--- src/adt_pkg.sv ---
package adt_pkg;

	// datapath operations issued by the controller
	typedef enum logic [3:0] {
		OP_NOP,
		OP_LOAD,
		OP_SQI,
		OP_SQJ,
		OP_DEN,
		OP_THR,
		OP_PI,
		OP_PJ,
		OP_COMB,
		OP_PL,
		OP_PH,
		OP_PSUM,
		OP_PRE,
		OP_DIV,
		OP_ADD,
		OP_FIN
	} dp_op_t;

	typedef struct packed {
		dp_op_t op;
	} dp_cmd_t;

	typedef struct packed {
		logic degen;
		logic cap;
	} dp_status_t;

	localparam int unsigned DIV_STEPS = 41;
	localparam int unsigned DIV_CNT_W = $clog2(DIV_STEPS);

	localparam logic [1:0] AXIS_NONE = 2'd0;
	localparam logic [1:0] AXIS_X    = 2'd1;
	localparam logic [1:0] AXIS_Y    = 2'd2;
	localparam logic [1:0] AXIS_Z    = 2'd3;

	localparam logic KIND_START = 1'b0;
	localparam logic KIND_MOVE  = 1'b1;

	localparam logic [2:0] REG_THRESHOLD_ADDR = 3'd0;

endpackage

--- src/adt_ctrl.sv ---
module adt_ctrl (
	input  logic                clk,
	input  logic                arst_n,
	input  logic                in_valid,
	output logic                in_ready,
	output logic                out_valid,
	input  logic                out_ready,
	output adt_pkg::dp_cmd_t    cmd,
	input  adt_pkg::dp_status_t st
);
	import adt_pkg::*;

	typedef enum logic [3:0] {
		S_IDLE,
		S_SQI,
		S_SQJ,
		S_DEN,
		S_THR,
		S_PI,
		S_PJ,
		S_COMB,
		S_PL,
		S_PH,
		S_PSUM,
		S_PRE,
		S_DIV,
		S_ADD,
		S_FIN
	} state_t;

	state_t               state_q, state_d;
	logic [DIV_CNT_W-1:0] cnt_q, cnt_d;
	logic                 out_valid_q, out_valid_d;
	logic                 commit;

	assign commit = (state_q == S_FIN) && (!out_valid_q || out_ready);

	always_comb begin
		state_d     = state_q;
		cnt_d       = cnt_q;
		cmd.op      = OP_NOP;
		out_valid_d = out_valid_q && !out_ready;
		unique case (state_q)
			S_IDLE: begin
				if (in_valid) begin
					cmd.op  = OP_LOAD;
					state_d = S_SQI;
				end
			end
			S_SQI: begin
				if (st.degen) begin
					state_d = S_FIN;
				end else begin
					cmd.op  = OP_SQI;
					state_d = S_SQJ;
				end
			end
			S_SQJ: begin
				cmd.op  = OP_SQJ;
				state_d = S_DEN;
			end
			S_DEN: begin
				cmd.op  = OP_DEN;
				state_d = S_THR;
			end
			S_THR: begin
				cmd.op  = OP_THR;
				state_d = S_PI;
			end
			S_PI: begin
				if (st.degen) begin
					state_d = S_FIN;
				end else begin
					cmd.op  = OP_PI;
					state_d = S_PJ;
				end
			end
			S_PJ: begin
				cmd.op  = OP_PJ;
				state_d = S_COMB;
			end
			S_COMB: begin
				cmd.op  = OP_COMB;
				state_d = S_PL;
			end
			S_PL: begin
				cmd.op  = OP_PL;
				state_d = S_PH;
			end
			S_PH: begin
				cmd.op  = OP_PH;
				state_d = S_PSUM;
			end
			S_PSUM: begin
				cmd.op  = OP_PSUM;
				state_d = S_PRE;
			end
			S_PRE: begin
				cmd.op  = OP_PRE;
				cnt_d   = DIV_CNT_W'(DIV_STEPS - 1);
				state_d = S_DIV;
			end
			S_DIV: begin
				if (st.cap) begin
					state_d = S_ADD;
				end else begin
					cmd.op = OP_DIV;
					if (cnt_q == '0) state_d = S_ADD;
					else cnt_d = cnt_q - DIV_CNT_W'(1);
				end
			end
			S_ADD: begin
				cmd.op  = OP_ADD;
				state_d = S_FIN;
			end
			S_FIN: begin
				if (commit) begin
					cmd.op      = OP_FIN;
					out_valid_d = 1'b1;
					state_d     = S_IDLE;
				end
			end
			default: state_d = S_IDLE;
		endcase
	end

	always_ff @(posedge clk or negedge arst_n) begin
		if (!arst_n) begin
			state_q     <= S_IDLE;
			cnt_q       <= '0;
			out_valid_q <= 1'b0;
		end else begin
			state_q     <= state_d;
			cnt_q       <= cnt_d;
			out_valid_q <= out_valid_d;
		end
	end

	assign in_ready  = (state_q == S_IDLE);
	assign out_valid = out_valid_q;

	// a pending result is never overwritten
	a_no_overwrite: assert property (@(posedge clk) disable iff (!arst_n)
		commit |-> (!out_valid_q || out_ready))
		else $error("result overwritten before transfer");

	// a new result only appears from the finish step
	a_valid_source: assert property (@(posedge clk) disable iff (!arst_n)
		$rose(out_valid_q) |-> $past(state_q == S_FIN))
		else $error("result valid without finish step");

	// the divider counter stays within the step count
	a_cnt_range: assert property (@(posedge clk) disable iff (!arst_n)
		(state_q == S_DIV) |-> (cnt_q <= DIV_CNT_W'(DIV_STEPS - 1)))
		else $error("divider counter out of range");

endmodule

--- config.mk ---
export PLATFORM = sky130hd
export DESIGN_NAME = adt_ctrl
export DESIGN_NICKNAME = d
export VERILOG_FILES = /design/src/adt_pkg.sv /design/src/adt_ctrl.sv
export SDC_FILE = /design/constraint.sdc
export NUM_CORES = 1
export LEC_CHECK = 0
export BUFFER_PORTS_ARGS = -buffer_cell sky130_fd_sc_hd__buf_2
export CORE_MARGIN = 3
export CORE_UTILIZATION = 54
export DETAILED_ROUTE_END_ITERATION = 16
export PLACE_DENSITY_LB_ADDON = 0.2
export SLEW_MARGIN = 20
export SYNTH_ARGS = -nofsm -noshare
export SYNTH_HDL_FRONTEND = slang
export SYNTH_SLANG_ARGS = --single-unit
--- constraint.sdc ---
create_clock -name clk -period 1.8 [get_ports clk]
set_input_delay 0.18 -clock clk [delete_from_list [all_inputs] [get_ports clk]]
set_output_delay 0.18 -clock clk [all_outputs]
set_load 0.005 [all_outputs]
==> flow_metrics.py, run 1 <==
metrics = {
    "synth": {
        "synth_mux_area_share_pct": 5.25,
        "ys.warnings.count": 0,
        "synth_xor_area_share_pct": 0,
        "synth-compound-area-share_pct": 19.9,
        "avgSynthCellArea_um2": 8.55,
        "synth_top_family_by_area": "simple AND/OR/NAND/NOR gates",
        "synthesis.area_um2": 787,
        "synth-seq-area-share_pct": 35.0,
        "post-synth-top-area-cell": "dfrtp_1",
        "synth_async_sr_flop_share_pct": 100,
        "ys.flop_type": "dfrtp_1",
        "synth.most_common_cell": "nor2_1",
        "synth_top_area_share_pct": 35.0,
        "yosys-top-cells-area": "dfrtp_1 35%, nor2_1 6.7%, nor2b_1 4.0%, mux2i_1 3.8%, o21ai_0 3.8%",
        "synthAdderAreaFrac_pct": 3.18,
        "yosys-top-cells-count": "14 x nor2_1, 11 x dfrtp_1, 8 x nand2_1, 6 x o21ai_0, 5 x nor2b_1",
        "synth_cells": 92,
        "synthSimpleGateAreaFrac_pct": 32.1,
        "synth-edff-count": 0,
        "synth_cell_types": 35,
        "ys_ff_latch": 11,
        "synth_nets": 100,
    },
    "worst_setup_path": {
        "rr_startpoint": "cnt_q[0]",
        "critical_path.max_stage_delay_ns": 0.48,
        "end_kind": "output port",
        "critical_path.top_delay_family": "flip-flops",
        "slowest_stage": "dfrtp_2",
        "startpoint_type": "flip-flop",
        "crit_buf_inv": 1,
        "cp_cell_sequence": "and2_1 -> a31o_2 -> a32o_1 -> buf_2",
        "cp.required_ns": 1.62,
        "crit_path_max_fanout": 11,
        "critPathKind": "reg2out",
        "crit_arrival_ns": 1.54,
        "crit_start": "state_q[2]",
    },
    "clocking": {
        "cts.sinks": 11,
        "ctsLongestPathBuffers": 2,
        "htree_levels": 1,
        "root_buffer": "clkbuf_4",
        "cts_setup_buffers": 0,
        "clock_latency_ns": 0.27,
        "tritoncts": "done",
        "cts-buffers-inserted": 3,
        "clkSlewWorstSetupHoldPaths_ns": 0.06,
    },
    "power": {
        "p_comb_share_pct": 52.5,
        "vdd_drop_max_v": 0.000841,
        "pwr-share-clk_pct": 10.9,
        "p_leak_nw": 0.393,
        "power.switching_uw": 688,
        "intPower_uw": 844,
        "swShare_pct": 44.9,
        "seq_power_share_pct": 36.5,
        "cellPowerDensity_mw_per_mm2": 1730,
    },
    "cells_and_area": {
        "n_antenna_cell": 0,
        "syn2layout_area_growth_pct": 12.7,
        "final_util_pct": 66.5,
        "num-nets-final": 112,
        "seq_area_um2": 280,
        "drive_gt1_share_pct": 25.2,
        "n_fill_cell": 118,
        "multi_input_area_um2": 478,
    },
    "timing": {
        "finalSetupViolCount": 0,
        "slew_violations": 0,
        "fmax_ghz": 0.582,
        "fin_setup_tns_ns": 0,
        "post-route-period-util_pct": 95.4,
        "slew-limit-headroom_pct": 76.1,
        "hold_viol": 0,
        "tightest_slew_ns": 0.353,
        "fin_crit_ns": 1.72,
        "rsz0062_at_grt": "false",
        "skew_ns": 0.000693,
    },
    "floorplanning": {
        "die_area_mm2": 0.00195,
        "die_y_um": 44.2,
        "rows": 13,
        "ioPinCount": 12,
        "die_w_um": 44.2,
        "initial_core_util_pct": 59.0,
        "core_area_mm2": 0.00133,
    },
    "route": {
        "routed_wl_mm": 1.67,
        "avgViaCountPerCell": 6.01,
        "drt_iter0_drc": 16,
        "wl_per_cell_um": 14.1,
        "antenna_left": 0,
        "drc": 0,
        "firstDrtPassIters": 4,
        "vias": 709,
    },
    "placed_design": {
        "dp_hpwl_mm": 1.21,
        "gp_congestion": 0.801,
        "numPortBuffers": 11,
    },
    "global_route": {
        "track_usage_pct": 20.6,
        "grt_pass1_vias": 683,
        "grt_max_degree": 14,
        "antenna_found_initial": 0,
        "grt_pass1_wl_mm": 2.95,
        "grt_overflow": 0,
    },
    "worst_hold_path": {
        "worstHoldPathType": "in2reg",
        "min_from": "st[1]",
    },
    "run_status": {
        "status": "complete, no violations",
    },
    "job": {
        "drv_cap": 0,
    },
}
## metrics by stage
| step | setup WS [ns] | power [mW] | instances | hold slack, ns | instance area [µm²] |
|---|---|---|---|---|---|
| 6_report | 0.0829 | 1.53 | 118 | 0.248 | 887 |
| 5_1_grt | 0.0107 | 1.69 | 118 | 0.271 | 887 |
| 4_1_cts | 0.0286 | 1.52 | 118 | 0.246 | 880 |
| 3_5_place_dp | 0.152 | 1.35 | 113 | 0.0645 | 843 |
| 3_3_place_gp | 0.219 | 1.32 | 113 | 0.0635 | 843 |
| 2_1_floorplan | 0.291 | 1.13 | 92 | -0.116 | 787 |
## repair_timing
action,CTS,global route
hold buffers,1,0
endpoints found under the hold margin,11,0
resized for setup,0,5
setup endpoints to repair,0,5
## power groups by stage
stage	combinational (mW)	clock [mW]	sequential, mW
CTS	0.803	0.174	0.545
global placement	0.774	0	0.543
global route	0.912	0.188	0.588
finish	0.805	0.167	0.560
floorplan	0.695	0	0.435
detailed placement	0.797	0	0.550
## worst paths after layout
check                        endpoint  slack, ns  depth (start not counted)
min reg2reg                  cnt_q[5]       0.53                          1
min                        state_q[2]       0.25                          3
max in group asynchronous  state_q[3]       1.27                          2
max reg2reg                  cnt_q[0]       0.22                          6
max                            cmd[2]       0.08                          4
min in group asynchronous  state_q[0]       0.30                          2
## layer usage
metal	vias up	track usage, %	share of wire, %
met5	-	0	0
met4	0	9.04	1.9
met3	5	4.88	4.6
met2	16	32.8	47
met1	341	26.6	46
li1	347	-	-
## placed cells by master, fill, tap and decap left out, types with 2 or more instances in the layout
master    instances
dfrtp_1           7
inv_1             3
nor2_1           14
o21ai_0           6
nand2b_1          4
a21o_1            2
nor3_1            3
dfrtp_2           4
nor4_1            2
buf_2            11
nor2b_1           4
clkbuf_4          3
a21oi_1           2
nand2_1           8
mux2i_1           3
ha_1              2
nand3_1           2
## worst reg2reg max path: cells and delay by family (launching register included)
| family | cells | cell delay (ns) |
|---|---|---|
| AO/OA/AOI/OAI | 2 | 0.50 |
| adder cells (fa/ha/maj) | 1 | 0.22 |
| buffers and inverters | 1 | 0.10 |
| flip-flops | 1 | 0.39 |
| AND/OR/NAND/NOR | 2 | 0.27 |
## registers in the layout, indices dropped and copies added (netlist names)
register   flops
cnt_q          6
out_valid      1
state_q        4
## kinds of logic after synthesis
family | count (synthesis)
AO/OA/AOI/OAI | 21
adder cells (fa/ha/maj) | 2
buffers and inverters | 9
flip-flops | 11
multiplexers | 4
AND/OR/NAND/NOR | 45
## final cells by class
type	instances	share of cell area, %
well taps	15	2.12
flip-flops and latches	11	31.6
multi-input cells	72	53.9
clock buffers	4	2.96
repair buffers	13	8.18
inverters	3	1.27
Note: power is estimated with default switching activity, not from simulation.
==> run 2: changes to the inputs <==
- clock period: 1.8 -> 1.6 ns (I/O delays scaled with it)
==> run 2 against run 1 <==
  * The run now ends with setup timing left
  * Clock-buffer cell count unchanged
  * First-iteration DRC count down 19%
  * Hold slack worse by 0.029 ns
  * Total power up 46%
  * Sequential cell count unchanged
  * Critical path type unchanged
  * Largest power group unchanged
==> flow_metrics.py, run 2 (synthesis results as in run 1) <==
metrics = {
    "power": {
        "p_leak_nw": 0.503,
        "intPower_mw": 1.30,
        "p_comb_share_pct": 66.5,
        "pwr-share-clk_pct": 8.3,
        "vdd_drop_max_v": 0.00118,
        "power.total_mw": 2.23,
        "swShare_pct": 41.9,
        "power.switching_uw": 936,
        "cellPowerDensity_mw_per_mm2": 2060,
        "seq_power_share_pct": 25.1,
    },
    "run_status": {
        "violations": "setup timing",
        "status": "finished, violations left",
    },
    "global_route": {
        "grt_pass1_vias": 724,
        "track_usage_pct": 22.5,
        "grt-busiest-layer": "met2",
        "use_met3_pct": 7.32,
        "antenna_found_initial": 0,
        "gr-usage-met1_pct": 26.2,
        "grt_use_met2_pct": 36.3,
        "grt_pass1_wl_mm": 3.17,
        "grt_max_degree": 12,
        "grt_overflow": 0,
    },
    "job": {
        "drv_cap": 0,
    },
    "worst_hold_path": {
        "hold_depth": 4,
        "min_from": "out_ready",
        "worstHoldEndpoint": "state_q[1]",
        "worstHoldPathType": "in2reg",
    },
    "floorplanning": {
        "rows": 13,
        "die_area_mm2": 0.00195,
        "die_y_um": 44.2,
        "ioPinCount": 12,
        "die_w_um": 44.2,
        "initial_core_util_pct": 59.0,
        "core_area_mm2": 0.00133,
    },
    "clocking": {
        "clock_latency_ns": 0.27,
        "root_buffer": "clkbuf_4",
        "clkSlewWorstSetupHoldPaths_ns": 0.07,
        "ctsLongestPathBuffers": 2,
        "htree_levels": 1,
        "cts-buffers-inserted": 3,
        "cts.sinks": 11,
        "tritoncts": "done",
    },
    "timing": {
        "rsz0062_at_grt": "true",
        "hold_viol": 0,
        "skew_ns": 0.00679,
        "finalSetupViolCount": 1,
        "post-route-period-util_pct": 100,
        "fin_crit_ns": 1.61,
        "fmax_ghz": 0.623,
        "slew-limit-headroom_pct": 72.6,
        "slew_violations": 0,
        "fin_ws_ns": -0.00514,
        "tightest_slew_ns": 0.401,
    },
    "worst_setup_path": {
        "rrSetupSlack_ns": 0,
        "end_kind": "output port",
        "cp_cell_sequence": "and2_4 -> a31o_2 -> a32o_1 -> buf_2",
        "reg2reg_depth": 5,
        "rr_startpoint": "state_q[0]",
        "cp.required_ns": 1.44,
        "crit_path_max_fanout": 5,
        "startpoint_type": "flip-flop",
        "critical_path.max_stage_delay_ns": 0.45,
        "slowest_stage": "dfrtp_2",
        "critPathKind": "reg2out",
        "reg2reg_to": "cnt_q[0]",
        "crit_arrival_ns": 1.45,
    },
    "cells_and_area": {
        "n_antenna_cell": 0,
        "num-nets-final": 129,
        "top_register": "cnt_q",
        "final_cell_area_mm2": 0.00108,
        "drive_gt1_share_pct": 42.5,
        "largest_reg_flops": 6,
        "layout_common_cells": "14 x nor2_1, 14 x buf_4, 11 x buf_2, 8 x dfrtp_1, 7 x nand2_1",
        "syn2layout_area_growth_pct": 37.8,
    },
    "route": {
        "avgViaCountPerCell": 5.76,
        "firstDrtPassIters": 4,
        "wl_per_cell_um": 14.9,
        "drt_iter0_drc": 13,
        "antenna_left": 0,
        "vias": 777,
        "drc": 0,
        "routed_wl_mm": 2.01,
    },
    "placed_design": {
        "dp_hpwl_mm": 1.26,
        "numPortBuffers": 11,
        "place_ws_ns": 0.0109,
        "gp_congestion": 0.825,
        "place_area_um2": 903,
    },
}
==> run 2: final cells by class <==
type                            instances  area, µm²
Multi-Input combinational cell         72        523
Fill cell                              82        249
Clock buffer                            4       26.3
Timing Repair Buffer                   30        224
Sequential cell                        11        279
Tap cell                               15       18.8
Inverter                                3       13.8
==> run 2: how the worst max path moves through the flow <==
stage / from / end / slack, ns
after floorplan: cnt_q[0] / state_q[0] / 0.09
after global placement: cnt_q[0] / cnt_q[3] / 0.07
after detailed placement: cnt_q[0] / cnt_q[3] / 0.01
after CTS: cnt_q[0] / cnt_q[3] / 0.001
after global routing: state_q[1] / cmd[0] / -0.07
final: state_q[3] / cmd[2] / -0.005
==> run 2: stage by stage <==
step | hold slack [ns] | instances | utilization [%] | setup TNS (ns)
after floorplan | -0.136 | 92 | - | 0
after global placement | 0.0428 | 121 | 67.7 | 0
after detailed placement | 0.0407 | 121 | 67.7 | 0
after CTS | 0.214 | 129 | 75.0 | 0
after global routing | 0.258 | 135 | 81.3 | -0.314
final | 0.219 | 135 | 81.3 | -0.00514
==> run 2: routing by layer <==
metal,wire (µm),part of all wire [%]
met1,835,42
met2,1020,51
met3,100,5.0
met4,46,2.3
met5,0,0
==> run 2: power by group through the flow <==
stage	combinational [mW]	clock (mW)	sequential (mW)
6_report	1.49	0.186	0.561
5_1_grt	1.65	0.203	0.576
4_1_cts	1.25	0.193	0.538
3_5_place_dp	1.07	0	0.561
3_3_place_gp	1.04	0	0.551
2_1_floorplan	0.782	0	0.489
==> run 2: repair_timing <==
item / in CTS / in global routing
hold buffers: 1 / 0
buffers inserted: 3 / 6
setup endpoints to repair: 4 / 12
pin swaps: 0 / 6
endpoints found under the hold margin: 11 / 0
resized for setup: 8 / 12
==> run 2: critical path, delay by kind of cell (launching register included) <==
family	cells	cell delay, ns
flops	1	0.45
simple gates	1	0.19
buf+inv	1	0.12
compound gates	2	0.41
==> run 3: changes to the inputs <==
- CORE_UTILIZATION: 54 -> 55
- clock period: 1.6 -> 2 ns (I/O delays scaled with it)
==> run 3 against run 2 <==
  * Highest routed layer is now met3
  * The flow now finishes without violations
  * Total power shrank 39%
  * Critical endpoint unchanged
  * Global-route usage shrank 2.7 points
  * Critical path depth is the same
  * Worst setup slack gained 0.22 ns
  * Sequential power shrank 12%
  * Non-clock buffer count shrank 17
==> flow_metrics.py, run 3 (synthesis results as in run 1) <==
metrics = {
    "route": {
        "firstDrtPassIters": 4,
        "vias": 680,
        "wl_per_cell_um": 13.5,
        "drc": 0,
        "antenna_left": 0,
        "routed_wl_mm": 1.59,
        "avgViaCountPerCell": 5.76,
        "drt_iter0_drc": 10,
    },
    "floorplanning": {
        "initial_core_util_pct": 59.7,
        "die_w_um": 43.8,
        "die_area_mm2": 0.00192,
        "core_area_mm2": 0.00132,
        "rows": 13,
        "ioPinCount": 12,
        "die_y_um": 43.8,
    },
    "clocking": {
        "ctsLongestPathBuffers": 2,
        "root_buffer": "clkbuf_4",
        "tritoncts": "done",
        "clock_latency_ns": 0.26,
        "cts-buffers-inserted": 3,
        "clkSlewWorstSetupHoldPaths_ns": 0.07,
        "post_cts_resized": 0,
        "cts.sinks": 11,
        "htree_levels": 1,
    },
    "timing": {
        "slew-limit-headroom_pct": 73.2,
        "tightest_slew_ns": 0.396,
        "fmax_ghz": 0.561,
        "fin_setup_tns_ns": 0,
        "rsz0062_at_grt": "false",
        "finalSetupViolCount": 0,
        "hold_viol": 0,
        "fin_ws_ns": 0.218,
        "skew_ns": 0.00167,
        "fin_crit_ns": 1.78,
        "post-route-period-util_pct": 89.1,
        "slew_violations": 0,
    },
    "worst_setup_path": {
        "startpoint_type": "flip-flop",
        "crit_path_max_fanout": 13,
        "rr_startpoint": "cnt_q[0]",
        "reg2reg_depth": 5,
        "reg2reg_to": "state_q[0]",
        "cp.required_ns": 1.80,
        "crit_arrival_ns": 1.58,
        "critPathKind": "reg2out",
        "end_kind": "output port",
        "rrSetupSlack_ns": 0.35,
    },
    "cells_and_area": {
        "num-nets-final": 112,
        "drive_gt1_share_pct": 20.4,
        "largest_reg_flops": 6,
        "n_antenna_cell": 0,
        "top_register": "cnt_q",
        "multi_input_area_um2": 475,
        "final_common_cell": "nor2_1",
        "layout_common_cells": "14 x nor2_1, 11 x dfrtp_1, 11 x buf_2, 8 x nand2_1, 6 x o21ai_0",
        "n_fill_cell": 110,
        "syn2layout_area_growth_pct": 11.8,
        "seq_area_um2": 275,
    },
    "global_route": {
        "antenna_found_initial": 0,
        "grt_overflow": 0,
        "grt_pass1_wl_mm": 2.81,
        "track_usage_pct": 19.8,
        "grt_max_degree": 14,
        "grt_pass1_vias": 638,
    },
    "power": {
        "pwr-share-clk_pct": 10.8,
        "power.switching_uw": 612,
        "seq_power_share_pct": 36.3,
        "p_leak_nw": 0.396,
        "cellPowerDensity_mw_per_mm2": 1540,
        "intPower_uw": 745,
        "swShare_pct": 45.1,
        "vdd_drop_max_v": 0.000824,
        "p_comb_share_pct": 52.9,
    },
    "worst_hold_path": {
        "worstHoldPathType": "in2reg",
        "worstHoldEndpoint": "state_q[1]",
        "min_from": "out_ready",
        "hold_depth": 4,
    },
    "placed_design": {
        "gp_congestion": 0.796,
        "dp_hpwl_mm": 1.15,
        "numPortBuffers": 11,
        "place_ws_ns": 0.369,
    },
    "run_status": {
        "status": "complete, no violations",
    },
    "job": {
        "drv_cap": 0,
    },
}
run 3: changes by cell type in the layout (fill, tap and decap cells not counted), moves of 2 or more:
cell     previous run  this run
buf_4              14         1
dfrtp_2             3         0
buf_6               3         0
inv_1               1         3
dfrtp_1             8        11
run 3: metal layers:
metal	share of wire, %	GRT usage, %	wire [µm]	vias to the layer above
li1	-	-	-	347
met2	46	29.7	735	8
met5	0	0	0	-
met3	4.2	7.47	67	0
met4	0	5.42	0	0
met1	50	26.8	791	325
run 3: layout make-up:
cell class / count / share of cell area, %
inverters: 3 / 1.28
well taps: 15 / 2.13
multi-input cells: 72 / 54.1
repair buffers: 13 / 8.25
clock buffers: 4 / 2.99
flip-flops and latches: 11 / 31.3
run 3: what timing repair did:
item,in CTS,in global routing
hold buffers,1,0
endpoints found under the hold margin,11,0
buffers inserted,0,0
run 3: worst max path at each step:
stage | startpoint | end | cells past startpoint
6_report | state_q[3] | cmd[2] | 4
5_1_grt | state_q[2] | cmd[2] | 4
4_1_cts | state_q[2] | cmd[2] | 4
3_5_place_dp | cnt_q[0] | state_q[0] | 5
3_3_place_gp | state_q[3] | cnt_q[5] | 4
2_1_floorplan | cnt_q[0] | state_q[0] | 5
run 3: worst max-delay path, cell delays in order (launching register included):
cell	delay, ns
dfrtp_1	0.51
and2_1	0.26
a31o_2	0.24
a32o_1	0.19
buf_2	0.12
run 3: per-stage QoR:
stage	hold WS (ns)	instance area, µm²	instances	util (%)	power, mW
after floorplan	-0.0956	787	92	-	1.02
after global placement	0.0837	843	113	64.0	1.18
after detailed placement	0.0858	843	113	64.0	1.21
after CTS	0.247	880	118	66.8	1.37
after global routing	0.320	880	118	66.8	1.49
final	0.258	880	118	66.8	1.36
run 3: power groups by stage:
stage	Sequential [mW]	Combinational [mW]	Clock (mW)
floorplan	0.391	0.625	0
global placement	0.486	0.697	0
detailed placement	0.492	0.715	0
CTS	0.488	0.720	0.157
global route	0.514	0.811	0.164
finish	0.493	0.718	0.146
